--- src/sv/stx_etx_frame_checker_lrc_defines.svh ---
// Assertion macros for the STX/ETX frame checker.
// Used by the top level only; no other dependencies.
`ifndef STX_ETX_FRAME_CHECKER_LRC_DEFINES_SVH
`define STX_ETX_FRAME_CHECKER_LRC_DEFINES_SVH

// Same-cycle implication, disabled while reset is high.
`define SEFC_ASSERT_NOW(label, clk, rst, ante, cons, msg) \
   label: assert property (@(posedge clk) disable iff (rst) (ante) |-> (cons)) \
      else $error(msg);

// Next-cycle implication, disabled while reset is high.
`define SEFC_ASSERT_NEXT(label, clk, rst, ante, cons, msg) \
   label: assert property (@(posedge clk) disable iff (rst) (ante) |=> (cons)) \
      else $error(msg);

`endif

--- src/sv/sefc_pkg.sv ---
// Package for the STX/ETX frame checker: field widths, marker bytes, codes.
// No dependencies.
`default_nettype none

package sefc_pkg;

   localparam int MAX_BURST_DEFAULT = 1024;

   localparam int BYTE_W        = 8;
   localparam int REPLY_W       = 2;
   localparam int COUNT_W       = 2;
   localparam int FRAME_START_W = 10;
   localparam int FRAME_LEN_W   = 11;
   localparam int MODE_W        = 2;

   localparam int CSR_INDEX_W = 1;
   localparam int CSR_DATA_W  = MODE_W;

   localparam logic [CSR_INDEX_W-1:0] REG_FRAME_MODE = 1'd0;
   localparam logic [CSR_INDEX_W-1:0] REG_TEST_MODE  = 1'd1;

   localparam logic [BYTE_W-1:0] STX_BYTE = 8'h02;
   localparam logic [BYTE_W-1:0] ETX_BYTE = 8'h03;

   localparam logic [REPLY_W-1:0] REPLY_NONE = 2'd0;
   localparam logic [REPLY_W-1:0] REPLY_ACK  = 2'd1;
   localparam logic [REPLY_W-1:0] REPLY_NAK  = 2'd2;

   localparam logic [MODE_W-1:0] FRAME_PLAIN = 2'd0;
   localparam logic [MODE_W-1:0] FRAME_LRC   = 2'd1;

   localparam logic [MODE_W-1:0] TEST_NO_REPLY   = 2'd1;
   localparam logic [MODE_W-1:0] TEST_ALWAYS_NAK = 2'd2;

   localparam logic [COUNT_W-1:0] ACKS_PLAIN = 2'd1;
   localparam logic [COUNT_W-1:0] ACKS_LRC   = 2'd2;

endpackage

`default_nettype wire

--- src/sv/sefc_if.sv ---
// Valid/ready channel interfaces for the STX/ETX frame checker.
// Depends on sefc_pkg for the field widths.
`default_nettype none

interface sefc_req_if;
   logic                            valid;
   logic                            ready;
   logic [sefc_pkg::BYTE_W-1:0]     rx_byte;
   logic                            end_of_burst;

   modport source (output valid, output rx_byte, output end_of_burst, input ready);
   modport sink   (input valid, input rx_byte, input end_of_burst, output ready);
endinterface

interface sefc_rsp_if;
   logic                               valid;
   logic                               ready;
   logic [sefc_pkg::REPLY_W-1:0]       reply;
   logic [sefc_pkg::COUNT_W-1:0]       reply_count;
   logic [sefc_pkg::COUNT_W-1:0]       expected_acks;
   logic [sefc_pkg::FRAME_START_W-1:0] frame_start;
   logic [sefc_pkg::FRAME_LEN_W-1:0]   frame_length;

   modport source (output valid, output reply, output reply_count, output expected_acks,
                   output frame_start, output frame_length, input ready);
   modport sink   (input valid, input reply, input reply_count, input expected_acks,
                   input frame_start, input frame_length, output ready);
endinterface

`default_nettype wire

--- src/sv/stx_etx_frame_checker_lrc.sv ---
// STX/ETX burst frame checker with optional XOR LRC, top level.
// Depends on sefc_pkg, sefc_if.sv and stx_etx_frame_checker_lrc_defines.svh.
//
// Takes one received byte per item on req_ch, end_of_burst set on the last byte,
// and returns one verdict item on rsp_ch per burst (none for the other bytes):
// ACK, NAK or no reply, the reply character count, the acks awaited afterwards,
// and the offset and length of the frame (both 0 unless ACK). A byte is taken
// every unstalled cycle; the verdict sits in the result register the cycle after the
// last byte is accepted. Throughput is one item per clock, bounded only by the
// single result register: req_ch.ready is low only while a verdict waits and
// rsp_ch.ready is low. Each byte just updates the running positions and XOR
// values, so the path from the state registers to the result register is one
// byte compare, one XOR and a short position subtract. Bursts longer than
// MAX_BURST bytes are counted but otherwise ignored and answer NAK. Mode
// registers are written through csr_we/csr_index/csr_wdata and should only be
// changed while no burst is in flight.
`default_nettype none
`include "stx_etx_frame_checker_lrc_defines.svh"

module stx_etx_frame_checker_lrc #(
   parameter int MAX_BURST = sefc_pkg::MAX_BURST_DEFAULT
) (
   input  wire logic                              clock,
   input  wire logic                              reset,
   sefc_req_if.sink                               req_ch,
   sefc_rsp_if.source                             rsp_ch,
   input  wire logic                              csr_we,
   input  wire logic [sefc_pkg::CSR_INDEX_W-1:0]  csr_index,
   input  wire logic [sefc_pkg::CSR_DATA_W-1:0]   csr_wdata
);

   // position counter saturates at MAX_BURST+1; marks live below MAX_BURST
   localparam int POS_W = $clog2(MAX_BURST + 2);
   localparam int IDX_W = $clog2(MAX_BURST);

   localparam logic [POS_W-1:0] POS_MAX = POS_W'(MAX_BURST);

   typedef enum logic [1:0] {
      SCAN_SEARCHING,
      SCAN_END_SEEN,
      SCAN_DONE
   } scan_type;

   typedef logic [sefc_pkg::BYTE_W-1:0] byte_type;

   // config
   logic [sefc_pkg::MODE_W-1:0] frame_mode_ff, test_mode_ff;

   // per-burst state
   logic [POS_W-1:0] pos_ff, pos_in;
   byte_type         first_ff, first_in;
   byte_type         prev_ff, prev_in;
   logic [IDX_W-1:0] stx_pos_ff, stx_pos_in;
   logic             stx_seen_ff, stx_seen_in;
   logic [IDX_W-1:0] etx_pos_ff, etx_pos_in;
   scan_type         scan_ff, scan_in;
   byte_type         check_ff, check_in;
   byte_type         xfs_ff, xfs_in;       // xor of bytes 1..current
   byte_type         xbl_ff, xbl_in;       // xor of bytes 1..previous
   byte_type         xas_ff, xas_in;       // xor after last STX through ETX

   logic [sefc_pkg::COUNT_W-1:0] ack_ff, ack_in;

   // result register
   logic                                rsp_valid_ff;
   logic [sefc_pkg::REPLY_W-1:0]        reply_ff, reply_in;
   logic [sefc_pkg::COUNT_W-1:0]        reply_count_ff, reply_count_in;
   logic [sefc_pkg::COUNT_W-1:0]        exp_acks_ff;
   logic [sefc_pkg::FRAME_START_W-1:0]  start_ff, start_in;
   logic [sefc_pkg::FRAME_LEN_W-1:0]    length_ff, length_in;

   // values after this byte, before the end-of-burst clear
   logic [POS_W-1:0] upd_pos;
   byte_type         upd_first, upd_prev, upd_check, upd_xfs, upd_xbl, upd_xas;
   logic [IDX_W-1:0] upd_stx_pos, upd_etx_pos;
   logic             upd_stx_seen;
   scan_type         upd_scan;

   logic             req_acc, last_acc, in_range, ok;
   byte_type         b;
   logic [POS_W-1:0] stx_pos_ext, etx_pos_ext, frame_start_pos, frame_len;
   logic [POS_W+sefc_pkg::FRAME_LEN_W-1:0]   len_wide;
   logic [POS_W+sefc_pkg::FRAME_START_W-1:0] start_wide;

   assign req_ch.ready = !rsp_valid_ff || rsp_ch.ready;
   assign req_acc      = req_ch.valid && req_ch.ready;
   assign last_acc     = req_acc && req_ch.end_of_burst;
   assign b            = req_ch.rx_byte;

   // running scan update for one byte
   always_comb begin
      upd_pos      = pos_ff;
      upd_first    = first_ff;
      upd_prev     = prev_ff;
      upd_stx_pos  = stx_pos_ff;
      upd_stx_seen = stx_seen_ff;
      upd_etx_pos  = etx_pos_ff;
      upd_scan     = scan_ff;
      upd_check    = check_ff;
      upd_xfs      = xfs_ff;
      upd_xbl      = xbl_ff;
      upd_xas      = xas_ff;
      if (pos_ff < POS_MAX) begin
         if (pos_ff == '0) begin
            upd_first = b;
         end else begin
            upd_xbl = xfs_ff;
            upd_xfs = xfs_ff ^ b;
         end
         unique case (scan_ff)
            SCAN_SEARCHING: begin
               if (b == sefc_pkg::STX_BYTE) begin
                  upd_stx_seen = 1'b1;
                  upd_stx_pos  = pos_ff[IDX_W-1:0];
                  upd_xas      = '0;
               end else begin
                  upd_xas = xas_ff ^ b;
                  if (b == sefc_pkg::ETX_BYTE) begin
                     upd_etx_pos = pos_ff[IDX_W-1:0];
                     upd_scan    = SCAN_END_SEEN;
                  end
               end
            end
            SCAN_END_SEEN: begin
               upd_check = b;
               upd_scan  = SCAN_DONE;
            end
            default: begin
            end
         endcase
         upd_prev = b;
      end
      if (pos_ff <= POS_MAX) begin
         upd_pos = pos_ff + POS_W'(1);
      end
   end

   // verdict on the last byte
   always_comb begin
      ok              = 1'b0;
      ack_in          = ack_ff;
      reply_in        = sefc_pkg::REPLY_NAK;
      stx_pos_ext     = POS_W'(upd_stx_pos);
      etx_pos_ext     = POS_W'(upd_etx_pos);
      frame_start_pos = '0;
      frame_len       = '0;
      in_range        = (upd_pos >= POS_W'(2)) && (upd_pos <= POS_MAX);
      priority if (test_mode_ff == sefc_pkg::TEST_NO_REPLY) begin
         reply_in = sefc_pkg::REPLY_NONE;
      end else if (test_mode_ff == sefc_pkg::TEST_ALWAYS_NAK
                   || frame_mode_ff > sefc_pkg::FRAME_LRC) begin
         reply_in = sefc_pkg::REPLY_NAK;
      end else begin
         ack_in = (frame_mode_ff == sefc_pkg::FRAME_PLAIN) ? sefc_pkg::ACKS_PLAIN
                                                           : sefc_pkg::ACKS_LRC;
         if (in_range) begin
            if (frame_mode_ff == sefc_pkg::FRAME_PLAIN) begin
               // whole burst is the frame, else last STX before first ETX
               if (upd_first == sefc_pkg::STX_BYTE && b == sefc_pkg::ETX_BYTE) begin
                  ok        = 1'b1;
                  frame_len = upd_pos;
               end else if (upd_stx_seen && upd_scan != SCAN_SEARCHING) begin
                  ok              = 1'b1;
                  frame_start_pos = stx_pos_ext;
                  frame_len       = etx_pos_ext - stx_pos_ext + POS_W'(1);
               end
            end else begin
               // ETX second to last: LRC is the current byte
               if (upd_first == sefc_pkg::STX_BYTE && prev_ff == sefc_pkg::ETX_BYTE) begin
                  ok        = (upd_xbl == b);
                  frame_len = upd_pos;
               end else if (upd_stx_seen && upd_scan == SCAN_DONE) begin
                  ok              = (upd_xas == upd_check);
                  frame_start_pos = stx_pos_ext;
                  frame_len       = etx_pos_ext - stx_pos_ext + POS_W'(2);
               end
            end
         end
         reply_in = ok ? sefc_pkg::REPLY_ACK : sefc_pkg::REPLY_NAK;
      end
      if (!ok) begin
         frame_start_pos = '0;
         frame_len       = '0;
      end
      reply_count_in = (reply_in == sefc_pkg::REPLY_NONE) ? '0 : ack_in;
      start_wide     = {{sefc_pkg::FRAME_START_W{1'b0}}, frame_start_pos};
      len_wide       = {{sefc_pkg::FRAME_LEN_W{1'b0}}, frame_len};
      start_in       = start_wide[sefc_pkg::FRAME_START_W-1:0];
      length_in      = len_wide[sefc_pkg::FRAME_LEN_W-1:0];
   end

   // next state: burst state clears after the last byte
   always_comb begin
      pos_in      = pos_ff;
      first_in    = first_ff;
      prev_in     = prev_ff;
      stx_pos_in  = stx_pos_ff;
      stx_seen_in = stx_seen_ff;
      etx_pos_in  = etx_pos_ff;
      scan_in     = scan_ff;
      check_in    = check_ff;
      xfs_in      = xfs_ff;
      xbl_in      = xbl_ff;
      xas_in      = xas_ff;
      if (last_acc) begin
         pos_in      = '0;
         first_in    = '0;
         prev_in     = '0;
         stx_pos_in  = '0;
         stx_seen_in = 1'b0;
         etx_pos_in  = '0;
         scan_in     = SCAN_SEARCHING;
         check_in    = '0;
         xfs_in      = '0;
         xbl_in      = '0;
         xas_in      = '0;
      end else if (req_acc) begin
         pos_in      = upd_pos;
         first_in    = upd_first;
         prev_in     = upd_prev;
         stx_pos_in  = upd_stx_pos;
         stx_seen_in = upd_stx_seen;
         etx_pos_in  = upd_etx_pos;
         scan_in     = upd_scan;
         check_in    = upd_check;
         xfs_in      = upd_xfs;
         xbl_in      = upd_xbl;
         xas_in      = upd_xas;
      end
   end

   always_ff @(posedge clock) begin
      if (reset) begin
         frame_mode_ff <= '0;
         test_mode_ff  <= '0;
         pos_ff        <= '0;
         first_ff      <= '0;
         prev_ff       <= '0;
         stx_pos_ff    <= '0;
         stx_seen_ff   <= 1'b0;
         etx_pos_ff    <= '0;
         scan_ff       <= SCAN_SEARCHING;
         check_ff      <= '0;
         xfs_ff        <= '0;
         xbl_ff        <= '0;
         xas_ff        <= '0;
         ack_ff        <= '0;
         rsp_valid_ff  <= 1'b0;
      end else begin
         if (csr_we && csr_index == sefc_pkg::REG_FRAME_MODE) begin
            frame_mode_ff <= csr_wdata;
         end
         if (csr_we && csr_index == sefc_pkg::REG_TEST_MODE) begin
            test_mode_ff <= csr_wdata;
         end
         pos_ff      <= pos_in;
         first_ff    <= first_in;
         prev_ff     <= prev_in;
         stx_pos_ff  <= stx_pos_in;
         stx_seen_ff <= stx_seen_in;
         etx_pos_ff  <= etx_pos_in;
         scan_ff     <= scan_in;
         check_ff    <= check_in;
         xfs_ff      <= xfs_in;
         xbl_ff      <= xbl_in;
         xas_ff      <= xas_in;
         if (last_acc) begin
            ack_ff       <= ack_in;
            rsp_valid_ff <= 1'b1;
         end else if (rsp_ch.ready) begin
            rsp_valid_ff <= 1'b0;
         end
      end
      // result payload, no reset needed
      if (last_acc) begin
         reply_ff       <= reply_in;
         reply_count_ff <= reply_count_in;
         exp_acks_ff    <= ack_in;
         start_ff       <= start_in;
         length_ff      <= length_in;
      end
   end

   assign rsp_ch.valid         = rsp_valid_ff;
   assign rsp_ch.reply         = reply_ff;
   assign rsp_ch.reply_count   = reply_count_ff;
   assign rsp_ch.expected_acks = exp_acks_ff;
   assign rsp_ch.frame_start   = start_ff;
   assign rsp_ch.frame_length  = length_ff;

   // a last byte always leaves a verdict in the result register
   `SEFC_ASSERT_NEXT(a_last_gives_result, clock, reset, last_acc, rsp_valid_ff,
                     "last byte accepted without a verdict")
   // frame location only accompanies an ACK
   `SEFC_ASSERT_NOW(a_nak_no_frame, clock, reset,
                    rsp_valid_ff && reply_ff != sefc_pkg::REPLY_ACK,
                    start_ff == '0 && length_ff == '0,
                    "frame location reported without ACK")
   // no reply means no reply characters
   `SEFC_ASSERT_NOW(a_none_no_count, clock, reset,
                    rsp_valid_ff && reply_ff == sefc_pkg::REPLY_NONE,
                    reply_count_ff == '0,
                    "reply count set with no reply")
   // position counter never passes its saturation point
   `SEFC_ASSERT_NOW(a_pos_bounded, clock, reset, 1'b1, pos_ff <= POS_MAX + POS_W'(1),
                    "byte position out of range")

endmodule

`default_nettype wire

--- src/flat_wrapper.sv ---
// flat-port wrapper written by rule: the top's interface ports become plain ports
module stx_etx_frame_checker_lrc_flat 
#(
   parameter int MAX_BURST = sefc_pkg::MAX_BURST_DEFAULT
)
  (clock, reset, csr_we, csr_index, csr_wdata, req_ch_valid, req_ch_rx_byte, req_ch_end_of_burst, req_ch_ready, rsp_ch_valid, rsp_ch_reply, rsp_ch_reply_count, rsp_ch_expected_acks, rsp_ch_frame_start, rsp_ch_frame_length, rsp_ch_ready);
  sefc_req_if req_ch_i ();
  sefc_rsp_if rsp_ch_i ();
  input  wire logic clock;
  input  wire logic reset;
  input  wire logic csr_we;
  input  wire logic [sefc_pkg::CSR_INDEX_W-1:0] csr_index;
  input  wire logic [sefc_pkg::CSR_DATA_W-1:0] csr_wdata;
  input wire logic [$bits(req_ch_i.valid)-1:0] req_ch_valid;
  input wire logic [$bits(req_ch_i.rx_byte)-1:0] req_ch_rx_byte;
  input wire logic [$bits(req_ch_i.end_of_burst)-1:0] req_ch_end_of_burst;
  output wire logic [$bits(req_ch_i.ready)-1:0] req_ch_ready;
  output wire logic [$bits(rsp_ch_i.valid)-1:0] rsp_ch_valid;
  output wire logic [$bits(rsp_ch_i.reply)-1:0] rsp_ch_reply;
  output wire logic [$bits(rsp_ch_i.reply_count)-1:0] rsp_ch_reply_count;
  output wire logic [$bits(rsp_ch_i.expected_acks)-1:0] rsp_ch_expected_acks;
  output wire logic [$bits(rsp_ch_i.frame_start)-1:0] rsp_ch_frame_start;
  output wire logic [$bits(rsp_ch_i.frame_length)-1:0] rsp_ch_frame_length;
  input wire logic [$bits(rsp_ch_i.ready)-1:0] rsp_ch_ready;
  assign req_ch_i.valid = req_ch_valid;
  assign req_ch_i.rx_byte = req_ch_rx_byte;
  assign req_ch_i.end_of_burst = req_ch_end_of_burst;
  assign req_ch_ready = req_ch_i.ready;
  assign rsp_ch_valid = rsp_ch_i.valid;
  assign rsp_ch_reply = rsp_ch_i.reply;
  assign rsp_ch_reply_count = rsp_ch_i.reply_count;
  assign rsp_ch_expected_acks = rsp_ch_i.expected_acks;
  assign rsp_ch_frame_start = rsp_ch_i.frame_start;
  assign rsp_ch_frame_length = rsp_ch_i.frame_length;
  assign rsp_ch_i.ready = rsp_ch_ready;
  stx_etx_frame_checker_lrc #(.MAX_BURST(MAX_BURST)) u_core (.clock(clock), .reset(reset), .req_ch(req_ch_i), .rsp_ch(rsp_ch_i), .csr_we(csr_we), .csr_index(csr_index), .csr_wdata(csr_wdata));
endmodule
--- config.mk ---
export PLATFORM = sky130hd
export DESIGN_NAME = stx_etx_frame_checker_lrc_flat
export DESIGN_NICKNAME = d
export VERILOG_FILES = /design/src/sv/sefc_pkg.sv /design/src/sv/sefc_if.sv /design/src/sv/stx_etx_frame_checker_lrc.sv /design/src/flat_wrapper.sv
export VERILOG_INCLUDE_DIRS = /design/src /design/src/sv
export SDC_FILE = /design/constraint.sdc
export NUM_CORES = 1
export LEC_CHECK = 0
export ABC_AREA = 1
export BUFFER_PORTS_ARGS = -buffer_cell sky130_fd_sc_hd__clkbuf_2
export CAP_MARGIN = 30
export CORE_MARGIN = 5
export CORE_UTILIZATION = 56
export CTS_CLUSTER_DIAMETER = 150
export CTS_CLUSTER_SIZE = 30
export DETAILED_ROUTE_END_ITERATION = 16
export PLACE_DENSITY = 0.79
export SYNTH_ARGS = -nofsm -noshare
export SYNTH_HDL_FRONTEND = slang
export SYNTH_SLANG_ARGS = --single-unit
--- constraint.sdc ---
create_clock -name clock -period 3.2 [get_ports clock]
set_input_delay 0.16 -clock clock [delete_from_list [all_inputs] [get_ports clock]]
set_output_delay 0.16 -clock clock [all_outputs]
set_load 0.02 [all_outputs]
# Word level (Yosys, flattened, before mapping)
# Index checks and enable logic that the tools add are counted.
[totals] regBits=116 input_bits=17
[classes] add_sub_neg=4 order_cmp=5 eq_ne=10 n_mux=52 bitwise=6 reduce_logical=22
[op_table] op="$mux W10" count=12
[op_table] op="$mux W8" count=9
[op_table] op="$mux W11" count=6
[op_table] op="$eq A8 B2 Y1 const B" count=4
[op_table] op="$add A11 B1 Y11 const B" count=2
[op_table] op="$le A11 B11 Y1 const B" count=2
[op_table] op="$mux W2" count=9
[op_table] op="$eq A8 B8 Y1" count=2
[op_table] op="$xor A8 B8 Y8" count=2
[op_table] op="$mux W1" count=15
[op_table] op="$add A11 B2 Y11 const B" count=1
[op_table] op="$ge A11 B2 Y1 const B" count=1
[op_table] op="$logic_not A11 Y1" count=1
[op_table] op="$lt A11 B11 Y1 const B" count=1
[op_table] op="$sub A10 B10 Y11" count=1
[op_table] op="$logic_and A1 B1 Y1" count=9
[op_table] op="$logic_not A2 Y1" count=3
[op_table] op="$eq A2 B1 Y1 const B" count=2
[op_table] op="$eq A2 B2 Y1 const B" count=2
[op_table] op="$not A1 Y1" count=4
[op_table] op="$pmux W2 S2" count=1
[op_table] op="$reduce_bool A2 Y1" count=2
[op_table] op="$reduce_or A4 Y1" count=1
[op_table] op="$reduce_and A3 Y1" count=1
[op_table] op="other kinds (5)" count=6

# Longest topological paths before layout
# Gate-level depths: netlist of the first run.
[logic_depth] word_depth=17 mapped_depth=28 depth_no_buf=26

# Worst setup path before layout of the first run
# OpenSTA, ideal clock, no wires.
[synth_path] path_kind="flip-flop to flip-flop" start="reg u_core.pos_ff[10]" end="reg u_core.length_ff (netlist bit u_core.rsp_ch.frame_length[7]) (data pin)" t_arrival_ns=3.196 slack_ns=-0.248 path_stages_with_launch=22 n_path_buf=2 synth_period_minus_slack_ns=3.448 cell_sequence="dfxtp_1 nor2_2 nand2_2 inv_1 nand2_2 buf_4 inv_2 clkbuf_1 o21ai_0 fa_1 xor2_1 inv_1 ha_1 inv_1 nor2_4 nand2_4 nor2_8 nand3_1 nand3_1 nand2_1 nor2_1 nor2_1"
[synth_via] elab_chain_len=14
[synth_lines] element="start: declaration" line_no="stx_etx_frame_checker_lrc.sv:50" text="logic [POS_W-1:0] pos_ff, pos_in;"
[synth_lines] element="start signal: assignment" line_no="stx_etx_frame_checker_lrc.sv:256" text="pos_ff <= pos_in;"
[synth_lines] element="branches (longest 14 deep; another with $lt A11 B11 Y1)"
[synth_lines] element="end signal: assignment" line_no="stx_etx_frame_checker_lrc.sv:280" text="length_ff <= length_in;"
[synth_lines] element="end: declaration" line_no="stx_etx_frame_checker_lrc.sv:70" text="logic [sefc_pkg::FRAME_LEN_W-1:0] length_ff, length_in;"
# Parallel ways; which one is timed is not known. The select of a mux whose other input is x is not followed.
# A chain may end at the register's enable or synchronous reset.

# Final worst setup path of the first run
# Ends and elaborated chain as after synthesis.

==> results of run 1 <==
## timing repair
action                                  in CTS  in global routing
resized for setup                            3                 38
hold endpoints to repair                     2                  0
pin swaps                                    2                 19
setup buffers                                1                 15
endpoints found under the setup margin       5                  9
hold buffers                                 2                  0
## cells by family after synthesis
| family | count (synthesis) | synth area share (%) |
|---|---|---|
| AOI/OAI and AO/OA | 244 | 18.9 |
| xor gates and xnor gates | 22 | 2.64 |
| adders and majority gates | 14 | 2.50 |
| DFF | 116 | 35.5 |
| and+or+nand+nor | 443 | 29.0 |
| buffers and inverters | 202 | 11.5 |
## per-layer routing
| metal | global-route usage, % | share of wire (%) |
|---|---|---|
| met1 | 31.1 | 42 |
| met2 | 41.7 | 48 |
| met3 | 5.31 | 6.5 |
| met4 | 12.6 | 3.7 |
| met5 | 0 | 0 |
## worst max-delay path: cells and delay by family (launching register included)
kind,cells,cell delay (ns)
AO/OA/AOI/OAI,2,0.22
XOR/XNOR,1,0.17
adder cells (fa/ha/maj),3,0.77
buffers and inverters,4,0.24
flip-flops,1,0.33
AND/OR/NAND/NOR,13,1.29
## power groups by stage
stage | Sequential, mW | Combinational, mW | Clock (mW)
finish | 1.64 | 1.15 | 1.92
global route | 1.65 | 1.28 | 2.01
CTS | 1.64 | 1.08 | 1.95
detailed placement | 1.67 | 1.07 | 0
global placement | 1.67 | 1.05 | 0
floorplan | 1.68 | 0.772 | 0
## flip-flops by register name, indices dropped and copies added, names as in the netlist, 2 cells and up
register / flops
u_core.rsp_ch.frame_length: 11
u_core.pos_ff: 11
u_core.etx_pos_ff: 10
u_core.rsp_ch.reply: 2
u_core.xfs_ff: 8
u_core.prev_ff: 8
u_core.ack_ff: 2
u_core.xbl_ff: 8
u_core.rsp_ch.frame_start: 10
u_core.stx_pos_ff: 10
u_core.frame_mode_ff: 2
u_core.first_ff: 8
u_core.xas_ff: 8
u_core.rsp_ch.expected_acks: 2
u_core.check_ff: 8
u_core.scan_ff: 2
u_core.rsp_ch.reply_count: 2
u_core.test_mode_ff: 2
## final cells by class
class                           count  area (µm²)
Sequential cell                   116        2590
Fill cell                        1053        3850
Tap cell                          172         215
Clock buffer                       27         534
Clock inverter                      3        65.1
Inverter                          162         633
Multi-Input combinational cell    723        3970
Timing Repair Buffer              127         858
## layout by cell type (no fill, tap or decap), drive strengths merged, types with 3 or more instances in the layout
cell type,synthesis,layout
o22ai,6,6
nand4,11,11
nand3,66,66
nor3,18,18
nor4,3,3
buf,19,80
o21ai,120,120
xnor2,5,5
a21oi,86,86
xor2,17,17
edfxtp,27,27
dfxtp,89,89
o21bai,4,4
clkbuf,21,72
ha,13,13
inv,161,161
o211ai,19,19
nand3b,6,6
nor2,115,115
nand2,222,222
## stage by stage
step           worst slack (ns)  area, µm²  setup TNS [ns]
2_1_floorplan          0.000574       7300               0
3_3_place_gp             0.0734       8020               0
3_5_place_dp            -0.0680       8020          -0.167
4_1_cts                 0.00447       8650               0
5_1_grt                  -0.120       8870          -0.426
6_report                 0.0315       8870               0
## worst paths after layout
| check | end | from | slack (ns) |
|---|---|---|---|
| min reg2reg | u_core.prev_ff[7] | u_core.prev_ff[7] | 0.46 |
| min | u_core.test_mode_ff[1] | csr_index | 0.03 |
| max | u_core.rsp_ch.frame_length[7] | u_core.pos_ff[10] | 0.03 |
| max reg2reg | u_core.rsp_ch.frame_length[7] | u_core.pos_ff[10] | 0.03 |
==> impl_metrics.yaml, run 1 <==
final_layout:
  nets: 1178
  fin_util_pct: 69.8
  n_antenna_cell: 0
  layout-drive-gt1-share_pct: 21.3
  final_cells: 1330
  area_growth_pct: 21.6
timing:
  tightest_slew_ns: 0.730
  fin_crit_ns: 3.17
  rsz0062_at_grt: "yes"
  timing.fmax_mhz: 316
  drv_slew: 0
  relSlewSlack_pct: 50.8
  setup_violations: 0
  period_share_pct: 99.0
  hold_viol: 0
  hold_slack_ns: 0.0303
  skew_ns: 0.00843
drt:
  drt_iter0_markers: 566
  firstDrtPassIters: 6
  wl_per_cell_um: 14.3
  drcViolationCount: 0
  vias: 7223
  wirelength_um: 19100
  via_per_inst: 5.43
  ant_nets: 0
logic_synthesis:
  syn_inst: 1041
  synthTopCellsByArea: "dfxtp_1, edfxtp_1, nand2_1, inv_1, o21ai_0"
  synthTopCellsByCount: "nand2_1, inv_1, o21ai_0, nor2_1, dfxtp_1"
  avgSynthCellArea_um2: 7.01
  yosysUniqueCellTypes: 53
  synth_most_common_cell: "nand2_1"
  netlist_area_um2: 7300
  ys_warn_count: 0
  synth-edff-count: 27
  yosysTopAreaCell: "dfxtp_1"
  ys_seq_elements: 116
  syn-num-nets: 1072
  ys_seq_area_share_pct: 35.5
  synth_top_area_share_pct: 24.4
  ys_async_sr_fraction_pct: 0
  synth_flop_cell: "dfxtp_1"
pwr:
  p_comb_share_pct: 24.4
  intPower_mw: 3.29
  power_density_nw_per_um2: 532
  p_leak_nw: 4.22
  power.total_mw: 4.72
  clkPwrFrac_pct: 40.8
  vdd_drop_max_uv: 383
  switchingPower_mw: 1.43
  seqPwrFrac_pct: 34.8
  swShare_pct: 30.4
place:
  gp_congestion: 0.908
  io_buffers: 45
  dpl.cell_count: 1282
  hpwl_um: 13300
setup_path:
  slowest_stage: "fa_2"
  cp_data_arrival_time_ns: 3.45
  cp_common_cell: "nand2_4"
  criticalPathCategory: "flop to flop"
  max_stage_delay_ns: 0.39
  required_ns: 3.48
  critPathMaxFanout: 7
  crit_chain: "nor2_4 -> nand2_4 -> nor2_4 -> nand2_4 -> inv_4 -> nand2_2 -> o21ai_2 -> ha_2 -> inv_2 -> fa_2 -> xor2_2 -> inv_1 -> ha_2 -> inv_2 -> nor2_4 -> nand2_4 -> nor2_8 -> nand2_4 -> o21ai_2 -> nand3_2 -> nand3_2 -> nand2_1 -> nor2_1"
  worstSetupStartpointType: "flop"
  end_kind: "flop"
  r2r_cells: 23
global_routing:
  grt_pass1_vias: 6549
  overflow: 0
  grt_max_degree: 75
  track_usage_pct: 25.2
  antenna_found_initial: 0
  grt_pass1_wl_um: 30600
clocking:
  tritoncts: "built"
  clk_latency_ns: 0.42
  cts_buffers: 17
  clock_sinks: 116
  clk_pin_slew_ns: 0.05
  htreeDepth: 4
  ctsRootBufferMaster: "clkbuf_16"
  cts_buffer_depth: 2
die:
  chipWidth_um: 124
  floorplan.rows: 41
  die_y_um: 124
  coreArea_um2: 12700
  dieArea_um2: 15400
  start_util_pct: 57.4
  ios: 46
outcome:
  status: "completed"
flow_run:
  maxCapViolations: 0
hold_path:
  holdPathStages: 3
  hold_path_class: "input port to flop"
Power figures use the tool's default switching activity.
==> run 2, diff against run 1 <==
- ABC_AREA: 1 -> 0
==> run 2 against run 1 <==
Effect of this change: the flow now finishes with violations (negative setup slack); critical endpoint is now u_core.rsp_ch.frame_length[10]; critical path depth decreased by 6; largest cell class unchanged; sequential share of layout area decreased by 3.1 points; sequential power is 2% lower; clock skew rose by 0.00095 ns.
==> impl_metrics.yaml, run 2 <==
timing:
  timing.fmax_mhz: 267
  fin_crit_ns: 3.75
  layout_setup_ws_ns: -0.545
  skew_ns: 0.00939
  hold_slack_ns: 0.0397
  setup_violations: 8
  hold_viol: 0
  drv_slew: 0
  period_share_pct: 117
  tightest_slew_ns: 0.977
  rsz0062_at_grt: "yes"
  relSlewSlack_pct: 34.6
clocking:
  tritoncts: "built"
  clk_pin_slew_ns: 0.05
  cts_buffers: 17
  ctsRootBufferMaster: "clkbuf_16"
  clk_latency_ns: 0.42
  htreeDepth: 4
  clock_sinks: 116
  cts_buffer_depth: 2
place:
  hpwl_um: 15300
  io_buffers: 45
  gp_congestion: 0.994
  dpl_cell_area_um2: 8780
setup_path:
  worstSetupStartpointType: "flop"
  cp_data_arrival_time_ns: 3.90
  required_ns: 3.36
  crit_chain: "buf_6 -> nor3_4 -> buf_6 -> nand2_8 -> mux2i_4 -> inv_2 -> ha_4 -> inv_2 -> fa_2 -> nor3_4 -> o211ai_1 -> a221o_1 -> xnor2_4 -> nor4_2 -> xnor2_1 -> a221oi_1 -> nor3_1"
  crit_buf_inv: 4
  criticalPathCategory: "flop to flop"
  slowest_stage: "fa_2"
  crit_family: "simple AND/OR/NAND/NOR gates"
  end_kind: "flop"
  max_stage_delay_ns: 0.41
  critPathMaxFanout: 5
die:
  die_y_um: 124
  coreArea_um2: 12700
  floorplan.rows: 41
  chipWidth_um: 124
  start_util_pct: 57.1
  ios: 46
  dieArea_um2: 15300
logic_synthesis:
  ys_warn_count: 0
  ys_seq_elements: 116
  synth_flop_cell: "dfxtp_1"
  synth_top_area_share_pct: 24.6
  synth_most_common_cell: "nand2_1"
  yosysTopAreaCell: "dfxtp_1"
  syn-num-nets: 937
  syn_inst: 906
  synthTopCellsByArea: "dfxtp_1, edfxtp_1, nand2_1, nor2_1, xnor2_1"
  ys_async_sr_fraction_pct: 0
  avgSynthCellArea_um2: 7.99
  yosysUniqueCellTypes: 76
  synthTopCellsByCount: "nand2_1, nor2_1, dfxtp_1, a21oi_1, clkbuf_1"
  synth-edff-count: 27
  netlist_area_um2: 7240
  ys_seq_area_share_pct: 35.8
final_layout:
  n_antenna_cell: 0
  final_common_cell: "buf_4"
  area_growth_pct: 37.4
  nets: 1106
  fin_area_um2: 9950
  layout-drive-gt1-share_pct: 32.6
  layout_common_cells: "buf_4, nand2_1, nor2_1"
drt:
  wl_per_cell_um: 18.4
  via_per_inst: 6.15
  vias: 7745
  wirelength_um: 23200
  firstDrtPassIters: 7
  drcViolationCount: 0
  drt_iter0_markers: 1033
  ant_nets: 0
pwr:
  vdd_drop_max_uv: 384
  power_density_nw_per_um2: 467
  p_leak_nw: 3.90
hold_path:
  hold_path_class: "input port to flop"
flow_run:
  maxCapViolations: 0
outcome:
  violations: "negative setup slack"
  status: "finished with violations"
global_routing:
  antenna_found_initial: 0
  overflow: 0
  grt_pass1_vias: 7159
  track_usage_pct: 29.6
  grt_pass1_wl_um: 35600
  grt_max_degree: 49
[run 2: cell count changes in the layout (fill, tap and decap cells not counted), moves of 28 or more]
| cell | change |
|---|---|
| inv_1 | -123 |
| buf_4 | +71 |
| nand3_1 | -28 |
| xnor2_1 | +33 |
| nand2_1 | -87 |
| o21ai_0 | -70 |
[run 2: cell type report]
class,count,area (µm²)
Fill cell,814,2730
Timing Repair Buffer,215,1590
Clock inverter,10,83.8
Sequential cell,116,2600
Tap cell,172,215
Multi-Input combinational cell,701,4910
Inverter,24,90.1
Clock buffer,22,454
[run 2: cells by family (layout without fill, tap and decap cells)]
family / after synthesis / in the layout / share of synthesized area [%]
buffers and inverters: 89 / 271 / 4.96
AOI/OAI and AO/OA: 211 / 211 / 19.7
muxes: 28 / 28 / 3.92
xor gates and xnor gates: 65 / 65 / 7.87
adders and majority gates: 14 / 14 / 2.52
DFF: 116 / 116 / 35.8
and+or+nand+nor: 383 / 383 / 25.2
[run 2: where the power goes]
group	leakage, nW	internal (mW)	total, mW	switching (mW)
Combinational	2.65	0.585	1.27	0.690
Clock	0.260	1.08	1.77	0.688
Sequential	0.990	1.56	1.60	0.0424
[run 2: path summary, 6_finish.rpt]
| path | cells past startpoint | from | slack [ns] | endpoint |
|---|---|---|---|---|
| worst max-delay path | 17 | u_core.scan_ff[0] | -0.55 | u_core.rsp_ch.frame_length[10] |
| worst min register to register | 2 | u_core.prev_ff[7] | 0.46 | u_core.prev_ff[7] |
| worst min-delay path | 3 | csr_we | 0.04 | u_core.test_mode_ff[1] |
| worst max register to register | 17 | u_core.scan_ff[0] | -0.55 | u_core.rsp_ch.frame_length[10] |
[run 2: routing by layer]
metal  vias up  share of wire (%)  GRT usage [%]
li1       3595                  -              -
met1      3557                 39           36.6
met2       492                 48           48.3
met3       101                8.9           6.31
met4         0                4.5           16.1
met5         -                  0              0
[run 2: repair_timing]
action / CTS / global route
setup endpoints to repair: 21 / 22
pin swaps: 28 / 33
gates resized for setup: 41 / 56
hold endpoints to repair: 4 / 0
buffers inserted: 14 / 8
hold buffers: 3 / 0
[run 2: tightest hold or removal path: cells and delay by family]
| kind | cells | cell delay, ns |
|---|---|---|
| AO/OA/AOI/OAI | 1 | 0.06 |
| buffers and inverters | 1 | 0.11 |
| AND/OR/NAND/NOR | 1 | 0.08 |
[run 2: per-stage QoR]
stage | util, % | TNS [ns] | worst slack [ns] | total power [mW] | instances
finish | 78.5 | -3.15 | -0.545 | 4.64 | 1260
global route | 78.5 | -4.27 | -0.697 | 4.81 | 1260
CTS | 76.1 | -3.27 | -0.466 | 4.53 | 1253
detailed placement | 69.3 | -6.07 | -0.762 | 2.70 | 1204
global placement | 69.3 | -4.97 | -0.580 | 2.67 | 1204
floorplan | - | -3.53 | -0.699 | 2.35 | 906
==> run 3, diff against run 2 <==
- CORE_UTILIZATION: 56 -> 57
- CTS_BUF_LIST: not set -> sky130_fd_sc_hd__clkbuf_8
- PLACE_DENSITY: 0.79 -> 0.81
==> run 3 against run 2 <==
Effect of this change: the run still ends with negative setup slack left; via count up 0.87%; clock skew about the same; first-iteration DRC count down 12%; flip-flop and latch count unchanged; power down 8.2%; worst setup slack worse by 0.11 ns; sequential share of layout area up 0.45 points; core utilization down 0.33 points; critical path type unchanged.
==> impl_metrics.yaml, run 3 (synthesis results as in run 2) <==
outcome:
  status: "finished with violations"
  violations: "negative setup slack"
drt:
  drt_iter0_markers: 913
  wirelength_um: 23800
  wl_per_cell_um: 18.8
  firstDrtPassIters: 7
  via_per_inst: 6.19
  drcViolationCount: 0
  ant_nets: 0
  vias: 7812
clocking:
  cts_buffers: 17
  tritoncts: "built"
  clock_sinks: 116
  htreeDepth: 4
  clk_latency_ns: 0.46
  clk_pin_slew_ns: 0.08
  ctsRootBufferMaster: "clkbuf_8"
  cts_buffer_depth: 2
setup_path:
  required_ns: 3.40
  crit_chain: "buf_6 -> nor3_4 -> buf_6 -> nand2_8 -> mux2i_4 -> inv_2 -> ha_4 -> inv_2 -> fa_2 -> nor3_4 -> o211ai_1 -> a221o_1 -> xnor2_4 -> buf_4 -> xnor2_1 -> a221oi_1 -> nor3_1"
  criticalPathCategory: "flop to flop"
  cp_data_arrival_time_ns: 4.06
  end_kind: "flop"
  slowest_stage: "fa_2"
  worstSetupStartpointType: "flop"
  max_stage_delay_ns: 0.41
  critPathMaxFanout: 5
hold_path:
  hold_path_class: "input port to flop"
final_layout:
  final_common_cell: "buf_4"
  layout_common_cells: "buf_4, nand2_1, nor2_1"
  nFillCells: 833
  multi_input_area_um2: 4890
  nets: 1108
  final_cells: 1262
  n_antenna_cell: 0
  ff_latch_area_um2: 2600
  layout-drive-gt1-share_pct: 32.1
  area_growth_pct: 35.2
pwr:
  power.total_mw: 4.26
  vdd_drop_max_uv: 327
  power_density_nw_per_um2: 436
  p_leak_nw: 3.83
timing:
  timing.fmax_mhz: 259
  setup_violations: 9
  layout_setup_ws_ns: -0.656
  tightest_slew_ns: 1.04
  period_share_pct: 120
  fin_crit_ns: 3.86
  drv_slew: 0
  rsz0062_at_grt: "yes"
  hold_viol: 0
  relSlewSlack_pct: 30.4
  skew_ns: 0.00926
place:
  gp_congestion: 0.942
  io_buffers: 45
  dpl.cell_count: 1206
  hpwl_um: 15100
die:
  chipWidth_um: 123
  ios: 46
  start_util_pct: 57.8
  dieArea_um2: 15100
  floorplan.rows: 41
  coreArea_um2: 12500
  die_y_um: 123
global_routing:
  overflow: 0
  grt_pass1_wl_um: 34400
  antenna_found_initial: 1
  grt_pass1_vias: 7109
  grt_max_degree: 83
  track_usage_pct: 28.9
flow_run:
  maxCapViolations: 0
-- run 3: cell count changes in the layout (fill, tap and decap cells not counted), sizes merged --
cell	change
dlygate4sd3	+4
inv	+4
buf	-2
clkbuf	-2
clkinv	-2
bufinv	+1
clkinvlp	-1
-- run 3: worst paths after layout --
kind | startpoint | end | slack [ns] | depth (start not counted)
setup reg to reg | u_core.scan_ff[1] | u_core.rsp_ch.frame_length[8] | -0.66 | 17
hold reg to reg | u_core.prev_ff[3] | u_core.prev_ff[3] | 0.46 | 2
hold / removal | rsp_ch_ready | u_core.rsp_ch.valid | 0.03 | 3
setup / recovery | u_core.scan_ff[1] | u_core.rsp_ch.frame_length[8] | -0.66 | 17
-- run 3: area by class of cell --
class | instances | area share, %
inverter | 24 | 0.921
clock inverter | 12 | 1.32
sequential | 116 | 26.6
clock buffer | 20 | 2.81
timing repair buffer | 217 | 16.2
tap | 172 | 2.20
multi-input combinational | 701 | 50.0
-- run 3: power by group --
group	internal, mW	leakage (nW)	switching [mW]
logic	0.558	2.63	0.693
registers	1.56	0.990	0.0437
clock network	0.753	0.209	0.658
total	2.87	3.83	1.39
-- run 3: routing by layer --
metal	track usage (%)	part of all wire (%)
met3	5.53	8.1
met1	36.0	39
met2	47.6	48
met4	14.8	5.3
met5	0	0.055
-- run 3: critical path: cells and delay by family (launching register included) --
family / cells / cell delay, ns
and+or+nand+nor: 4 / 0.54
muxes: 1 / 0.20
adders and majority gates: 2 / 0.54
buffers and inverters: 5 / 0.59
AOI/OAI and AO/OA: 3 / 0.88
xor gates and xnor gates: 2 / 0.47
DFF: 1 / 0.37
-- run 3: what timing repair did --
action,CTS,global route
buffers inserted,5,12
resized for setup,19,60
endpoints found under the setup margin,19,21
endpoints found under the hold margin,7,0
hold buffers,7,0
pin swaps,20,29
cloned,0,0
-- run 3: stage by stage --
stage | utilization (%) | cell area (µm²) | setup slack (ns) | setup TNS (ns) | hold WS [ns]
6_report | 78.2 | 9780 | -0.656 | -3.70 | 0.0349
5_1_grt | 78.2 | 9780 | -0.856 | -6.95 | 0.0591
4_1_cts | 74.9 | 9380 | -0.492 | -2.79 | 0.0254
3_5_place_dp | 70.1 | 8780 | -0.697 | -6.12 | 0.419
3_3_place_gp | 70.1 | 8780 | -0.590 | -5.81 | 0.409
2_1_floorplan | - | 7550 | -0.699 | -3.53 | 0.299
